==> src/design/assert_macros.svh <==
// Assertion macros used by the top-level RTL file of the cycle permuter.
// Each macro samples on clk and is disabled while rst is high.
`ifndef ASSERT_MACROS_SVH
`define ASSERT_MACROS_SVH

// Same-cycle implication: whenever ante holds, cons holds too.
`define ASSERT_SAME(lbl, ante, cons, msg) \
  lbl: assert property (@(posedge clk) disable iff (rst) (ante) |-> (cons)) \
    else $error(msg);

// Next-cycle implication: whenever ante holds, cons holds in the next cycle.
`define ASSERT_NEXT(lbl, ante, cons, msg) \
  lbl: assert property (@(posedge clk) disable iff (rst) (ante) |=> (cons)) \
    else $error(msg);

`endif

==> src/design/ipcp_pkg.sv <==
// Package for the in-place cycle permuter: field widths and parameter defaults.
// No dependencies; used by the channel interfaces and the top level.
`timescale 1ns / 1ps
`default_nettype none

package ipcp_pkg;

  // Fixed widths of the channel fields
  localparam int VALUE_BITS = 32;
  localparam int POS_BITS   = 6;

  // Defaults for the top-level parameters
  localparam int IPCP_MAX_LENGTH   = 64;
  localparam int IPCP_ELEMENT_BITS = 32;

endpackage

`default_nettype wire

==> src/design/ipcp_in_if.sv <==
// Load channel of the cycle permuter: one vector element per beat.
// Depends on ipcp_pkg for the field widths.
`timescale 1ns / 1ps
`default_nettype none

interface ipcp_in_if import ipcp_pkg::*; ();
  logic                        valid;
  logic                        ready;
  logic signed [VALUE_BITS-1:0] element_value;
  logic        [POS_BITS-1:0]   source_position;
  logic                        final_element;

  modport source (
    output valid, element_value, source_position, final_element,
    input  ready
  );

  modport sink (
    input  valid, element_value, source_position, final_element,
    output ready
  );
endinterface

`default_nettype wire

==> src/design/ipcp_out_if.sv <==
// Result channel of the cycle permuter: one reordered element per beat.
// Depends on ipcp_pkg for the field widths.
`timescale 1ns / 1ps
`default_nettype none

interface ipcp_out_if import ipcp_pkg::*; ();
  logic                        valid;
  logic                        ready;
  logic signed [VALUE_BITS-1:0] result_value;
  logic        [POS_BITS-1:0]   result_position;
  logic                        run_end;
  logic                        map_error;

  modport source (
    output valid, result_value, result_position, run_end, map_error,
    input  ready
  );

  modport sink (
    input  valid, result_value, result_position, run_end, map_error,
    output ready
  );
endinterface

`default_nettype wire

==> src/design/in_place_cycle_permuter.sv <==
// Top level of the in-place cycle permuter: load, map check, cycle walk, emit.
// Depends on ipcp_pkg, ipcp_in_if, ipcp_out_if and assert_macros.svh.
//
//   channel   dir   beat                          payload
//   element   in    one vector element            element_value, source_position,
//                                                 final_element
//   result    out   one reordered element         result_value, result_position,
//                                                 run_end, map_error
//
// The map check runs alongside the load, as each element is taken.
// The walk uses one value/map memory pair with one read and one write port:
// each start position is read (S_RDS) and checked (S_CHK), and a position not yet in
// place starts a chain of moves (S_MOV) along its cycle, closed at S_END.
// Emit follows via S_PRE and gives one beat per cycle while result.ready is high.
// element.ready is high only in the load state; result stalls hold the run.
// rst is synchronous; it clears the seen marks and counters.
`timescale 1ns / 1ps
`default_nettype none
`include "assert_macros.svh"

module in_place_cycle_permuter import ipcp_pkg::*; #(
  parameter int MAX_LENGTH   = IPCP_MAX_LENGTH,
  parameter int ELEMENT_BITS = IPCP_ELEMENT_BITS
) (
  input  wire logic  clk,
  input  wire logic  rst,
  ipcp_in_if.sink    element,
  ipcp_out_if.source result
);

  localparam int AW = $clog2(MAX_LENGTH);
  localparam int CW = $clog2(MAX_LENGTH + 1);
  localparam int W  = ELEMENT_BITS;

  localparam logic [CW-1:0]       MAX_CNT = CW'(MAX_LENGTH);
  localparam logic [POS_BITS:0]   MAX_EXT = (POS_BITS + 1)'(MAX_LENGTH);

  // Sequencer states
  localparam logic [2:0] S_LOAD = 3'd0;
  localparam logic [2:0] S_RDS  = 3'd1;
  localparam logic [2:0] S_CHK  = 3'd2;
  localparam logic [2:0] S_MOV  = 3'd3;
  localparam logic [2:0] S_END  = 3'd4;
  localparam logic [2:0] S_PRE  = 3'd5;
  localparam logic [2:0] S_EMIT = 3'd6;
  localparam logic [2:0] S_ERR  = 3'd7;

  // Control state
  logic [2:0]            state;
  logic [CW-1:0]         count;
  logic [CW-1:0]         n;
  logic                  err;
  logic                  dup;
  logic [POS_BITS-1:0]   maxs;
  logic [MAX_LENGTH-1:0] seen;

  // Walk and emit registers
  logic [AW-1:0] start;
  logic [AW-1:0] dest;
  logic [AW-1:0] src;
  logic [AW-1:0] pos;
  logic [W-1:0]  held;

  // Memories and registered read data
  logic [W-1:0]  val_mem [MAX_LENGTH];
  logic [AW-1:0] map_mem [MAX_LENGTH];
  logic [W-1:0]  rd_val;
  logic [AW-1:0] rd_map;

  // Memory port controls
  logic          we;
  logic [AW-1:0] waddr;
  logic [W-1:0]  wval;
  logic [AW-1:0] wmap;
  logic          re;
  logic [AW-1:0] raddr;

  // Load-side decode
  logic                in_beat;
  logic                out_beat;
  logic                stored;
  logic                in_range;
  logic                hit;
  logic                dup_next;
  logic                err_next;
  logic [POS_BITS-1:0] max_next;
  logic [CW-1:0]       n_next;
  logic                map_ok;
  logic                start_last;
  logic                pos_last;

  assign in_beat  = element.valid && element.ready;
  assign out_beat = result.valid && result.ready;

  // Check the map while it loads: duplicates via seen marks, range via max
  always_comb begin
    stored   = count < MAX_CNT;
    in_range = {1'b0, element.source_position} < MAX_EXT;
    hit      = in_range && seen[element.source_position[AW-1:0]];
    dup_next = dup || (stored && hit);
    err_next = err || !stored;
    max_next = (stored && (element.source_position > maxs)) ?
               element.source_position : maxs;
    n_next   = stored ? count + CW'(1) : count;
    map_ok   = !err_next && !dup_next &&
               ({1'b0, max_next} < (POS_BITS + 1)'(n_next));
  end

  assign start_last = (CW'(start) + CW'(1)) == n;
  assign pos_last   = (CW'(pos) + CW'(1)) == n;

  // Select the memory write for load and walk
  always_comb begin
    we    = 1'b0;
    waddr = dest;
    wval  = rd_val;
    wmap  = dest;
    unique case (state)
      S_LOAD: begin
        if (in_beat && stored) begin
          we    = 1'b1;
          waddr = count[AW-1:0];
          wval  = W'($unsigned(element.element_value));
          wmap  = element.source_position[AW-1:0];
        end
      end
      S_MOV: we = 1'b1;
      S_END: begin
        we   = 1'b1;
        wval = held;
      end
      default: we = 1'b0;
    endcase
  end

  // Select the memory read for walk and emit
  always_comb begin
    re    = 1'b0;
    raddr = start;
    unique case (state)
      S_RDS: re = 1'b1;
      S_CHK, S_MOV: begin
        raddr = rd_map;
        re    = rd_map != start;
      end
      S_PRE: begin
        raddr = '0;
        re    = 1'b1;
      end
      S_EMIT: begin
        raddr = pos + AW'(1);
        re    = out_beat && !pos_last;
      end
      default: re = 1'b0;
    endcase
  end

  // Value and map memories
  always_ff @(posedge clk) begin
    if (we) begin
      val_mem[waddr] <= wval;
      map_mem[waddr] <= wmap;
    end
    if (re) begin
      rd_val <= val_mem[raddr];
      rd_map <= map_mem[raddr];
    end
  end

  // Sequencer
  always_ff @(posedge clk) begin
    if (rst) begin
      state <= S_LOAD;
      count <= '0;
      err   <= 1'b0;
      dup   <= 1'b0;
      maxs  <= '0;
      seen  <= '0;
    end else begin
      unique case (state)
        S_LOAD: begin
          if (in_beat) begin
            if (element.final_element) begin
              // End the load: latch length, clear the check state
              n     <= n_next;
              count <= '0;
              err   <= 1'b0;
              dup   <= 1'b0;
              maxs  <= '0;
              seen  <= '0;
              start <= '0;
              state <= map_ok ? S_RDS : S_ERR;
            end else begin
              count <= n_next;
              err   <= err_next;
              dup   <= dup_next;
              maxs  <= max_next;
              if (stored && in_range) begin
                seen[element.source_position[AW-1:0]] <= 1'b1;
              end
            end
          end
        end
        S_RDS: state <= S_CHK;
        S_CHK: begin
          if (rd_map == start) begin
            // Position already in place: advance to the next start
            if (start_last) begin
              state <= S_PRE;
            end else begin
              start <= start + AW'(1);
              state <= S_RDS;
            end
          end else begin
            held  <= rd_val;
            dest  <= start;
            src   <= rd_map;
            state <= S_MOV;
          end
        end
        S_MOV: begin
          // Move the source value into dest, then follow the cycle
          dest <= src;
          src  <= rd_map;
          if (rd_map == start) begin
            state <= S_END;
          end
        end
        S_END: begin
          if (start_last) begin
            state <= S_PRE;
          end else begin
            start <= start + AW'(1);
            state <= S_RDS;
          end
        end
        S_PRE: begin
          pos   <= '0;
          state <= S_EMIT;
        end
        S_EMIT: begin
          if (out_beat) begin
            if (pos_last) begin
              state <= S_LOAD;
            end else begin
              pos <= pos + AW'(1);
            end
          end
        end
        S_ERR: begin
          if (out_beat) begin
            state <= S_LOAD;
          end
        end
        default: state <= S_LOAD;
      endcase
    end
  end

  // Drive the channels
  assign element.ready          = state == S_LOAD;
  assign result.valid           = (state == S_EMIT) || (state == S_ERR);
  assign result.result_value    = (state == S_EMIT) ? VALUE_BITS'(rd_val) : '0;
  assign result.result_position = (state == S_EMIT) ? POS_BITS'(pos) : '0;
  assign result.run_end         = (state == S_ERR) || pos_last;
  assign result.map_error       = state == S_ERR;

  // Checks
  `ASSERT_SAME(a_no_load_while_out, element.ready, !result.valid,
    "load accepted while results are pending")
  `ASSERT_NEXT(a_busy_after_final, in_beat && element.final_element, !element.ready,
    "block still ready after the final element")
  `ASSERT_SAME(a_walk_addr_apart, state == S_MOV, dest != src,
    "walk reads and writes the same position")
  `ASSERT_SAME(a_emit_in_range, state == S_EMIT, CW'(pos) < n,
    "emit position beyond the vector length")
  `ASSERT_SAME(a_count_bound, element.ready, count <= MAX_CNT,
    "load count beyond the maximum length")

endmodule

`default_nettype wire

==> src/flat_wrapper.sv <==
// flat-port wrapper written by rule: the top's interface ports become plain ports
module in_place_cycle_permuter_flat import ipcp_pkg::*;
#(
  parameter int MAX_LENGTH   = IPCP_MAX_LENGTH,
  parameter int ELEMENT_BITS = IPCP_ELEMENT_BITS
)
  (clk, rst, element_valid, element_element_value, element_source_position, element_final_element, element_ready, result_valid, result_result_value, result_result_position, result_run_end, result_map_error, result_ready);
  ipcp_in_if element_i ();
  ipcp_out_if result_i ();
  input  wire logic clk;
  input  wire logic rst;
  input wire logic [$bits(element_i.valid)-1:0] element_valid;
  input wire logic [$bits(element_i.element_value)-1:0] element_element_value;
  input wire logic [$bits(element_i.source_position)-1:0] element_source_position;
  input wire logic [$bits(element_i.final_element)-1:0] element_final_element;
  output wire logic [$bits(element_i.ready)-1:0] element_ready;
  output wire logic [$bits(result_i.valid)-1:0] result_valid;
  output wire logic [$bits(result_i.result_value)-1:0] result_result_value;
  output wire logic [$bits(result_i.result_position)-1:0] result_result_position;
  output wire logic [$bits(result_i.run_end)-1:0] result_run_end;
  output wire logic [$bits(result_i.map_error)-1:0] result_map_error;
  input wire logic [$bits(result_i.ready)-1:0] result_ready;
  assign element_i.valid = element_valid;
  assign element_i.element_value = element_element_value;
  assign element_i.source_position = element_source_position;
  assign element_i.final_element = element_final_element;
  assign element_ready = element_i.ready;
  assign result_valid = result_i.valid;
  assign result_result_value = result_i.result_value;
  assign result_result_position = result_i.result_position;
  assign result_run_end = result_i.run_end;
  assign result_map_error = result_i.map_error;
  assign result_i.ready = result_ready;
  in_place_cycle_permuter #(.MAX_LENGTH(MAX_LENGTH), .ELEMENT_BITS(ELEMENT_BITS)) u_core (.clk(clk), .rst(rst), .element(element_i), .result(result_i));
endmodule
==> config.mk <==
export PLATFORM = sky130hd
export DESIGN_NAME = in_place_cycle_permuter_flat
export DESIGN_NICKNAME = d
export VERILOG_FILES = /design/src/design/ipcp_pkg.sv /design/src/design/ipcp_in_if.sv /design/src/design/ipcp_out_if.sv /design/src/design/in_place_cycle_permuter.sv /design/src/flat_wrapper.sv
export VERILOG_INCLUDE_DIRS = /design/src /design/src/design
export SDC_FILE = /design/constraint.sdc
export NUM_CORES = 2
export LEC_CHECK = 0
export BUFFER_PORTS_ARGS = -buffer_cell sky130_fd_sc_hd__buf_2
export CAP_MARGIN = 10
export CORE_MARGIN = 4
export CORE_UTILIZATION = 57
export CTS_CLUSTER_DIAMETER = 60
export DETAILED_ROUTE_END_ITERATION = 8
export PLACE_DENSITY = 0.76
export SLEW_MARGIN = 30
export SYNTH_ARGS = -nofsm -noshare
export SYNTH_HDL_FRONTEND = slang
export SYNTH_SLANG_ARGS = --single-unit
==> constraint.sdc <==
create_clock -name clk -period 5.6 [get_ports clk]
set_input_delay 1.12 -clock clk [delete_from_list [all_inputs] [get_ports clk]]
set_output_delay 1.12 -clock clk [all_outputs]
set_load 0.05 [all_outputs]
; ---- Yosys cells after proc, flatten, opt, wreduce, memory -nomap -nowiden
; Memory sizes are Yosys's and may differ from the RTL's. A register that Yosys moved wholly into a read port is not among the register bits.
; Index checks and enable logic that the tools add are counted.
; W data, S select, Z words.
[totals]
ff_bits = 145
ramBits = 2432
input_bits = 43
out_inout_bits = 42
n_memories = 2
[op_classes]
n_addsub = 5
n_lt_le_gt_ge = 5
n_eq_ne = 20
muxes = 48
bitwise = 3
reduce_logical = 33
[mem_list]
columns = memory, depth, word_bits, rd, rd_ports_with_merged_regs, write_ports, line_no
row1 = u_core.val_mem, 64, 32, 1, 1, 1, in_place_cycle_permuter.sv:65  ; logic [W-1:0] val_mem [MAX_LENGTH];
row2 = u_core.map_mem, 64, 6, 1, 1, 1, in_place_cycle_permuter.sv:66  ; logic [AW-1:0] map_mem [MAX_LENGTH];
[op_table]
columns = operator, count
row1 = $mux W64, 2
row2 = $mux W6, 15
row3 = $mux W32, 2
row4 = $or A64 B64 Y64, 1
row5 = $pmux W32 S2, 1
row6 = $pmux W6 S2, 3
row7 = $pmux W6 S3, 2
row8 = $mux W3, 9
row9 = $pmux W3 S8, 1
row10 = $add A6 B1 Y7 const B, 2
row11 = $eq A7 B7 Y1, 2
row12 = $mux W7, 2
row13 = $add A6 B1 Y6 const B, 2
row14 = $eq A3 B3 Y1 const B, 4
row15 = $ne A2 B1 Y1 const B, 5
row16 = $logic_and A1 B1 Y1, 9
row17 = $reduce_and A3 Y1, 3
row18 = $ne A2 B2 Y1 const B, 4
row19 = $reduce_and A4 Y1, 2
row20 = $add A7 B1 Y7 const B, 1
row21 = $lt A6 B7 Y1, 1
row22 = $lt A6 B7 Y1 const B, 1
row23 = $lt A7 B7 Y1 const B, 1
row24 = $mux W1, 7
row25 = other kinds (20), 32

; ---- Longest topological paths before layout
[depth]
word_depth = 11
mapped_depth = 17

; ---- Least setup slack after synthesis
; No wires, ideal clock.
[synth_path]
path_type = input to register
startpoint = input element_valid
endpoint = memory u_core.map_mem[0][0] in the netlist's numbering, data pin
arrival_time_ns = 4.688
path_slack_ns = 0.210
cell_stages = 7
n_path_buf = 4
path_cell_list = and3_1 > clkbuf_1 > nand2_1 > clkbuf_1 > clkbuf_1 > clkbuf_1 > o21ai_0
[synth_via]
elab_chain_len = 4
[synth_lines]
columns = item, line_no
row1 = "start, declared", flat_wrapper.sv:12  ; input wire logic [$bits(element_i.valid)-1:0] element_valid;
row2 = $logic_and A1 B1 Y1, in_place_cycle_permuter.sv:92  ; assign in_beat = element.valid && element.ready;
row3 = $logic_and A1 B1 Y1, in_place_cycle_permuter.sv:120  ; if (in_beat && stored) begin
row4 = $mux W6, in_place_cycle_permuter.sv:120
row5 = $mux W6, in_place_cycle_permuter.sv:118  ; unique case (state)
row6 = via u_core.wmap[0], in_place_cycle_permuter.sv:74  ; logic [AW-1:0] wmap;
row7 = "end, declared", in_place_cycle_permuter.sv:66
; The timed path passes the listed nets, and every way through them passes these cells.

; ---- Worst setup path in the final report
[layout_path]
startpoint = register u_core.state[1]
endpoint = register u_core.rd_val[15], read port of u_core.val_mem, data pin
[layout_via]
elab_chain_len = 5
elab_cells_between_ends = 13
cone_classes = 6 x eq/ne / 2 x mux / 5 x reduce/logical
[layout_lines]
columns = item, line_no
row1 = "start, declared", in_place_cycle_permuter.sv:49  ; logic [2:0] state;
row2 = "start signal, assigned", in_place_cycle_permuter.sv:192  ; state <= map_ok ? S_RDS : S_ERR;
row3 = $eq A3 B3 Y1 (on tied branches), "in_place_cycle_permuter.sv:140, in_place_cycle_permuter.sv:262"
row4 = $logic_or A1 B1 Y1, in_place_cycle_permuter.sv:262  ; assign result.valid = (state == S_EMIT) || (state == S_ERR);
row5 = $logic_and A1 B1 Y1, in_place_cycle_permuter.sv:93  ; assign out_beat = result.valid && result.ready;
row6 = $logic_and A1 B1 Y1, in_place_cycle_permuter.sv:152  ; re = out_beat && !pos_last;
row7 = $pmux W1 S3, in_place_cycle_permuter.sv:140  ; unique case (state)
row8 = "end, declared", in_place_cycle_permuter.sv:67  ; logic [W-1:0] rd_val;
; Parallel ways exist; a longest one is shown, timed or not.
; A chain may end at the register's enable or synchronous reset.

==> summary.txt <==
Clock tree
  – # Post-CTS Setup Buffers: 0
  – CTS tree: done
  – Clk root buf: clkbuf_16
  – Reg clk slew, reported paths: 0.06 ns
  – # clock sinks: 2,615
  – CTS buffer count: 277
  – Hold-fix buffer count after cts: 0
  – Htree depth: 5
  – Worst-case clock buffer depth: 4
  – Post-CTS sizing: 0
  – Clk Latency, worst-skew pair: 0.94 ns

STA
  – Unrepaired setup endpoints after global routing: no
  – Worst-Margin Slew: 1.13 ns
  – Max-slew violations: 0
  – Setup TNS: 0 ns
  – Final hold violations: 0
  – Tmin final: 4.73 ns
  – Final Hold Slack: 0.466 ns
  – Clk_skew: 0.0577 ns
  – FMAX: 211 MHz
  – Slew margin rel.: 0.224
  – Crit share post-route: 0.845
  – Setup Viol. Count Final: 0

Place
  – DP HPWL: 167,000 um
  – PortBufs: 84
  – Placed Cells: 9,653
  – Routability cong.: 0.907

Floorplanning
  – Rows: 157
  – Initial Utilization: 0.573
  – Die width: 437 um
  – Total core area: 183,000 um^2
  – DIE AREA: 191,000 um^2
  – Ports: 85
  – DIE HEIGHT: 437 um

Worst setup path
  – Crit path arrival time: 5.51 ns
  – Critical Path Start Type: flip-flop
  – Critical path type: flip-flop to flip-flop
  – Worst Setup End Kind: flip-flop
  – Critical path required time: 6.38 ns
  – Crit-path max FO: 116

GRT
  – First-pass GRT wire length: 442,000 um
  – Pin count of the biggest net entering global routing: 148
  – Antenna violations before repair: 29
  – Vias in the first global route: 66,400
  – Global-route usage over all layers: 0.311
  – Grt ovf: 0

Detailed routing
  – TritonRoute pass-1 iters: 9
  – Vias: 69,300
  – Via/cell ratio: 6.84
  – Initial drt markers: 11,700
  – Post-DRT Antenna Nets: 0
  – Routed WL: 305,000 um
  – DRC: 0
  – Drt wl/cell: 30.1 um

Yosys
  – Mapped Cells: 7,413
  – Synth Net Count: 7,470
  – Synthesis Warnings: 0
  – Post-synthesis register bit count: 2,615
  – Seq/Total Area, Yosys: 0.741
  – Mean Syn Cell Area: 14.1 um^2
  – Yosys cell types: 70
  – Synthesized area: 105,000 um^2
  – Ys async rst share: 0
  – Main flop type after synthesis: edfxtp_1
  – EDFF count, synth: 2,533

Cells and area
  – Final std cells w/o fill: 10,100
  – # nets final: 7,526
  – Area growth from synthesis to layout: 12.8%
  – Filler cells: 12,500
  – Share of cells above drive strength 1: 0.121

Power and ir drop
  – Power share of the clock group: 0.245
  – Switching power total: 27.7 mW
  – P_leak: 38.8 nW
  – Peak supply drop: 828 uV
  – Total power density per cell area: 605 nW/um^2
  – Reg power frac: 0.384
  – Sw Ratio: 0.387
  – Gate power share: 0.371
  – Int Power: 43.9 mW

Run
  – Max Cap Violations: 0

Status
  – Status: finished clean

Hold path
  – Hold Crit Class: flip-flop to flip-flop
-- per-layer routing --
metal	vias up	track usage	routed length, um
met5	-	0	143
met4	22	0.142	15200
met3	923	0.0794	42900
met2	5659	0.479	140000
met1	34000	0.420	107000
li1	28700	-	-
-- final timing paths --
kind,slack [ns],endpoint,cells after the start,startpoint
min,0.47,u_core.seen[4],2,u_core.seen[4]
max,0.87,u_core.rd_val[15],9,u_core.state[1]
max reg2reg,0.87,u_core.rd_val[15],9,u_core.state[1]
min reg2reg,0.47,u_core.seen[4],2,u_core.seen[4]
-- worst max-delay path, stage by stage, from the launching register on --
cell     delay (ns)
dfxtp_1        0.65
and3b_2        0.58
a22oi_4        0.33
nand2_4        0.26
buf_12         0.39
buf_12         0.61
mux2i_1        0.18
o22a_1         0.24
a31oi_1        0.71
and4_1         0.32
-- power by group through the flow --
| stage | sequential, mW | combinational, mW | clock [mW] |
|---|---|---|---|
| 2_1_floorplan | 28.0 | 14.7 | 0 |
| 3_3_place_gp | 27.8 | 24.7 | 0 |
| 3_5_place_dp | 27.8 | 25.5 | 0 |
| 4_1_cts | 27.4 | 25.7 | 17.6 |
| 5_1_grt | 27.5 | 27.6 | 18.5 |
| 6_report | 27.5 | 26.6 | 17.5 |
-- final cells by class --
cell class                 instances  area [um^2]  area share
multi-input combinational       4224        26000       0.220
tap                             2464         3080      0.0261
timing repair buffer             330         2890      0.0244
sequential                      2615        77700       0.657
inverter                          21         78.8    0.000666
clock inverter                   137         1180     0.00994
clock buffer                     339         7380      0.0624
antenna                            6         15.0    0.000127
-- per-stage QoR --
| step | total power, mW | utilization | area [um^2] | setup WS [ns] |
|---|---|---|---|---|
| 3_3_place_gp | 52.5 | 0.599 | 110000 | 0.846 |
| 2_1_floorplan | 42.7 | - | 105000 | 0.210 |
| 5_1_grt | 73.5 | 0.646 | 118000 | 0.751 |
| 6_report | 71.6 | 0.646 | 118000 | 0.868 |
| 4_1_cts | 70.7 | 0.646 | 118000 | 0.907 |
| 3_5_place_dp | 53.3 | 0.599 | 110000 | 0.900 |
-- placed cells by master, fill, tap and decap left out, types with 60 or more instances in the layout --
| master | instances |
|---|---|
| a2111oi_0 | 106 |
| a21oi_1 | 539 |
| a22oi_1 | 94 |
| a31oi_1 | 86 |
| buf_2 | 84 |
| buf_4 | 197 |
| clkbuf_16 | 286 |
| clkinv_1 | 60 |
| dfxtp_1 | 82 |
| edfxtp_1 | 2533 |
| mux2_2 | 88 |
| mux2i_1 | 388 |
| nand2_1 | 966 |
| nand3_1 | 548 |
| nand4_1 | 84 |
| nor2_1 | 111 |
| nor2_4 | 71 |
| nor3_1 | 130 |
| o21ai_0 | 404 |
| o22ai_1 | 108 |
-- flip-flops by register name, indices dropped and copies added, names as in the netlist, 3 cells and up --
register,flops
u_core.src,6
u_core.held,32
u_core.pos,6
u_core.state,3
u_core.n,7
u_core.seen,64
u_core.dest,6
u_core.rd_val,32
u_core.count,7
u_core.val_mem,2048
u_core.start,6
u_core.rd_map,6
u_core.maxs,6
u_core.map_mem,384
-- cells in the mapped netlist, types with 6 or more instances --
cell type | number | area share
and3_1 | 7 | 0.00042
a31oi_1 | 113 | 0.0067
nor3_1 | 131 | 0.0063
nor2b_1 | 10 | 0.00060
nand3_1 | 551 | 0.026
a32oi_1 | 40 | 0.0033
clkbuf_1 | 357 | 0.013
nor4_1 | 45 | 0.0027
edfxtp_1 | 2533 | 0.73
nor3b_1 | 8 | 0.00057
o22ai_1 | 109 | 0.0065
a41o_1 | 37 | 0.0035
xor2_1 | 13 | 0.0011
ha_1 | 14 | 0.0017
or3_1 | 8 | 0.00048
dfxtp_1 | 82 | 0.016
a21oi_1 | 539 | 0.026
nor2_1 | 180 | 0.0064
o21a_1 | 6 | 0.00043
and2_1 | 42 | 0.0025
nand2b_1 | 8 | 0.00048
buf_2 | 125 | 0.0060
buf_4 | 25 | 0.0018
o31a_1 | 37 | 0.0031
inv_1 | 20 | 0.00072
and4_1 | 37 | 0.0031
a221oi_1 | 7 | 0.00058
a22oi_1 | 95 | 0.0068
mux2_2 | 88 | 0.0094
mux2_1 | 7 | 0.00075
buf_1 | 41 | 0.0015
nand4_1 | 84 | 0.0050
nand2_1 | 972 | 0.035
o21ai_0 | 413 | 0.020
mux2i_1 | 388 | 0.037
o22a_1 | 40 | 0.0033
a2111oi_0 | 113 | 0.0094
a211oi_1 | 7 | 0.00050
xnor2_1 | 18 | 0.0015
-- cells by family after synthesis --
kind of cell,Yosys count,share of synthesized area
XOR/XNOR,31,0.00259
flip-flops,2615,0.741
AND/OR/NAND/NOR,2103,0.0912
buffers and inverters,574,0.0233
AO/OA/AOI/OAI,1593,0.0932
adder cells (fa/ha/maj),14,0.00167
multiplexers,483,0.0472
No activity file was read; power rests on OpenSTA's default activity.
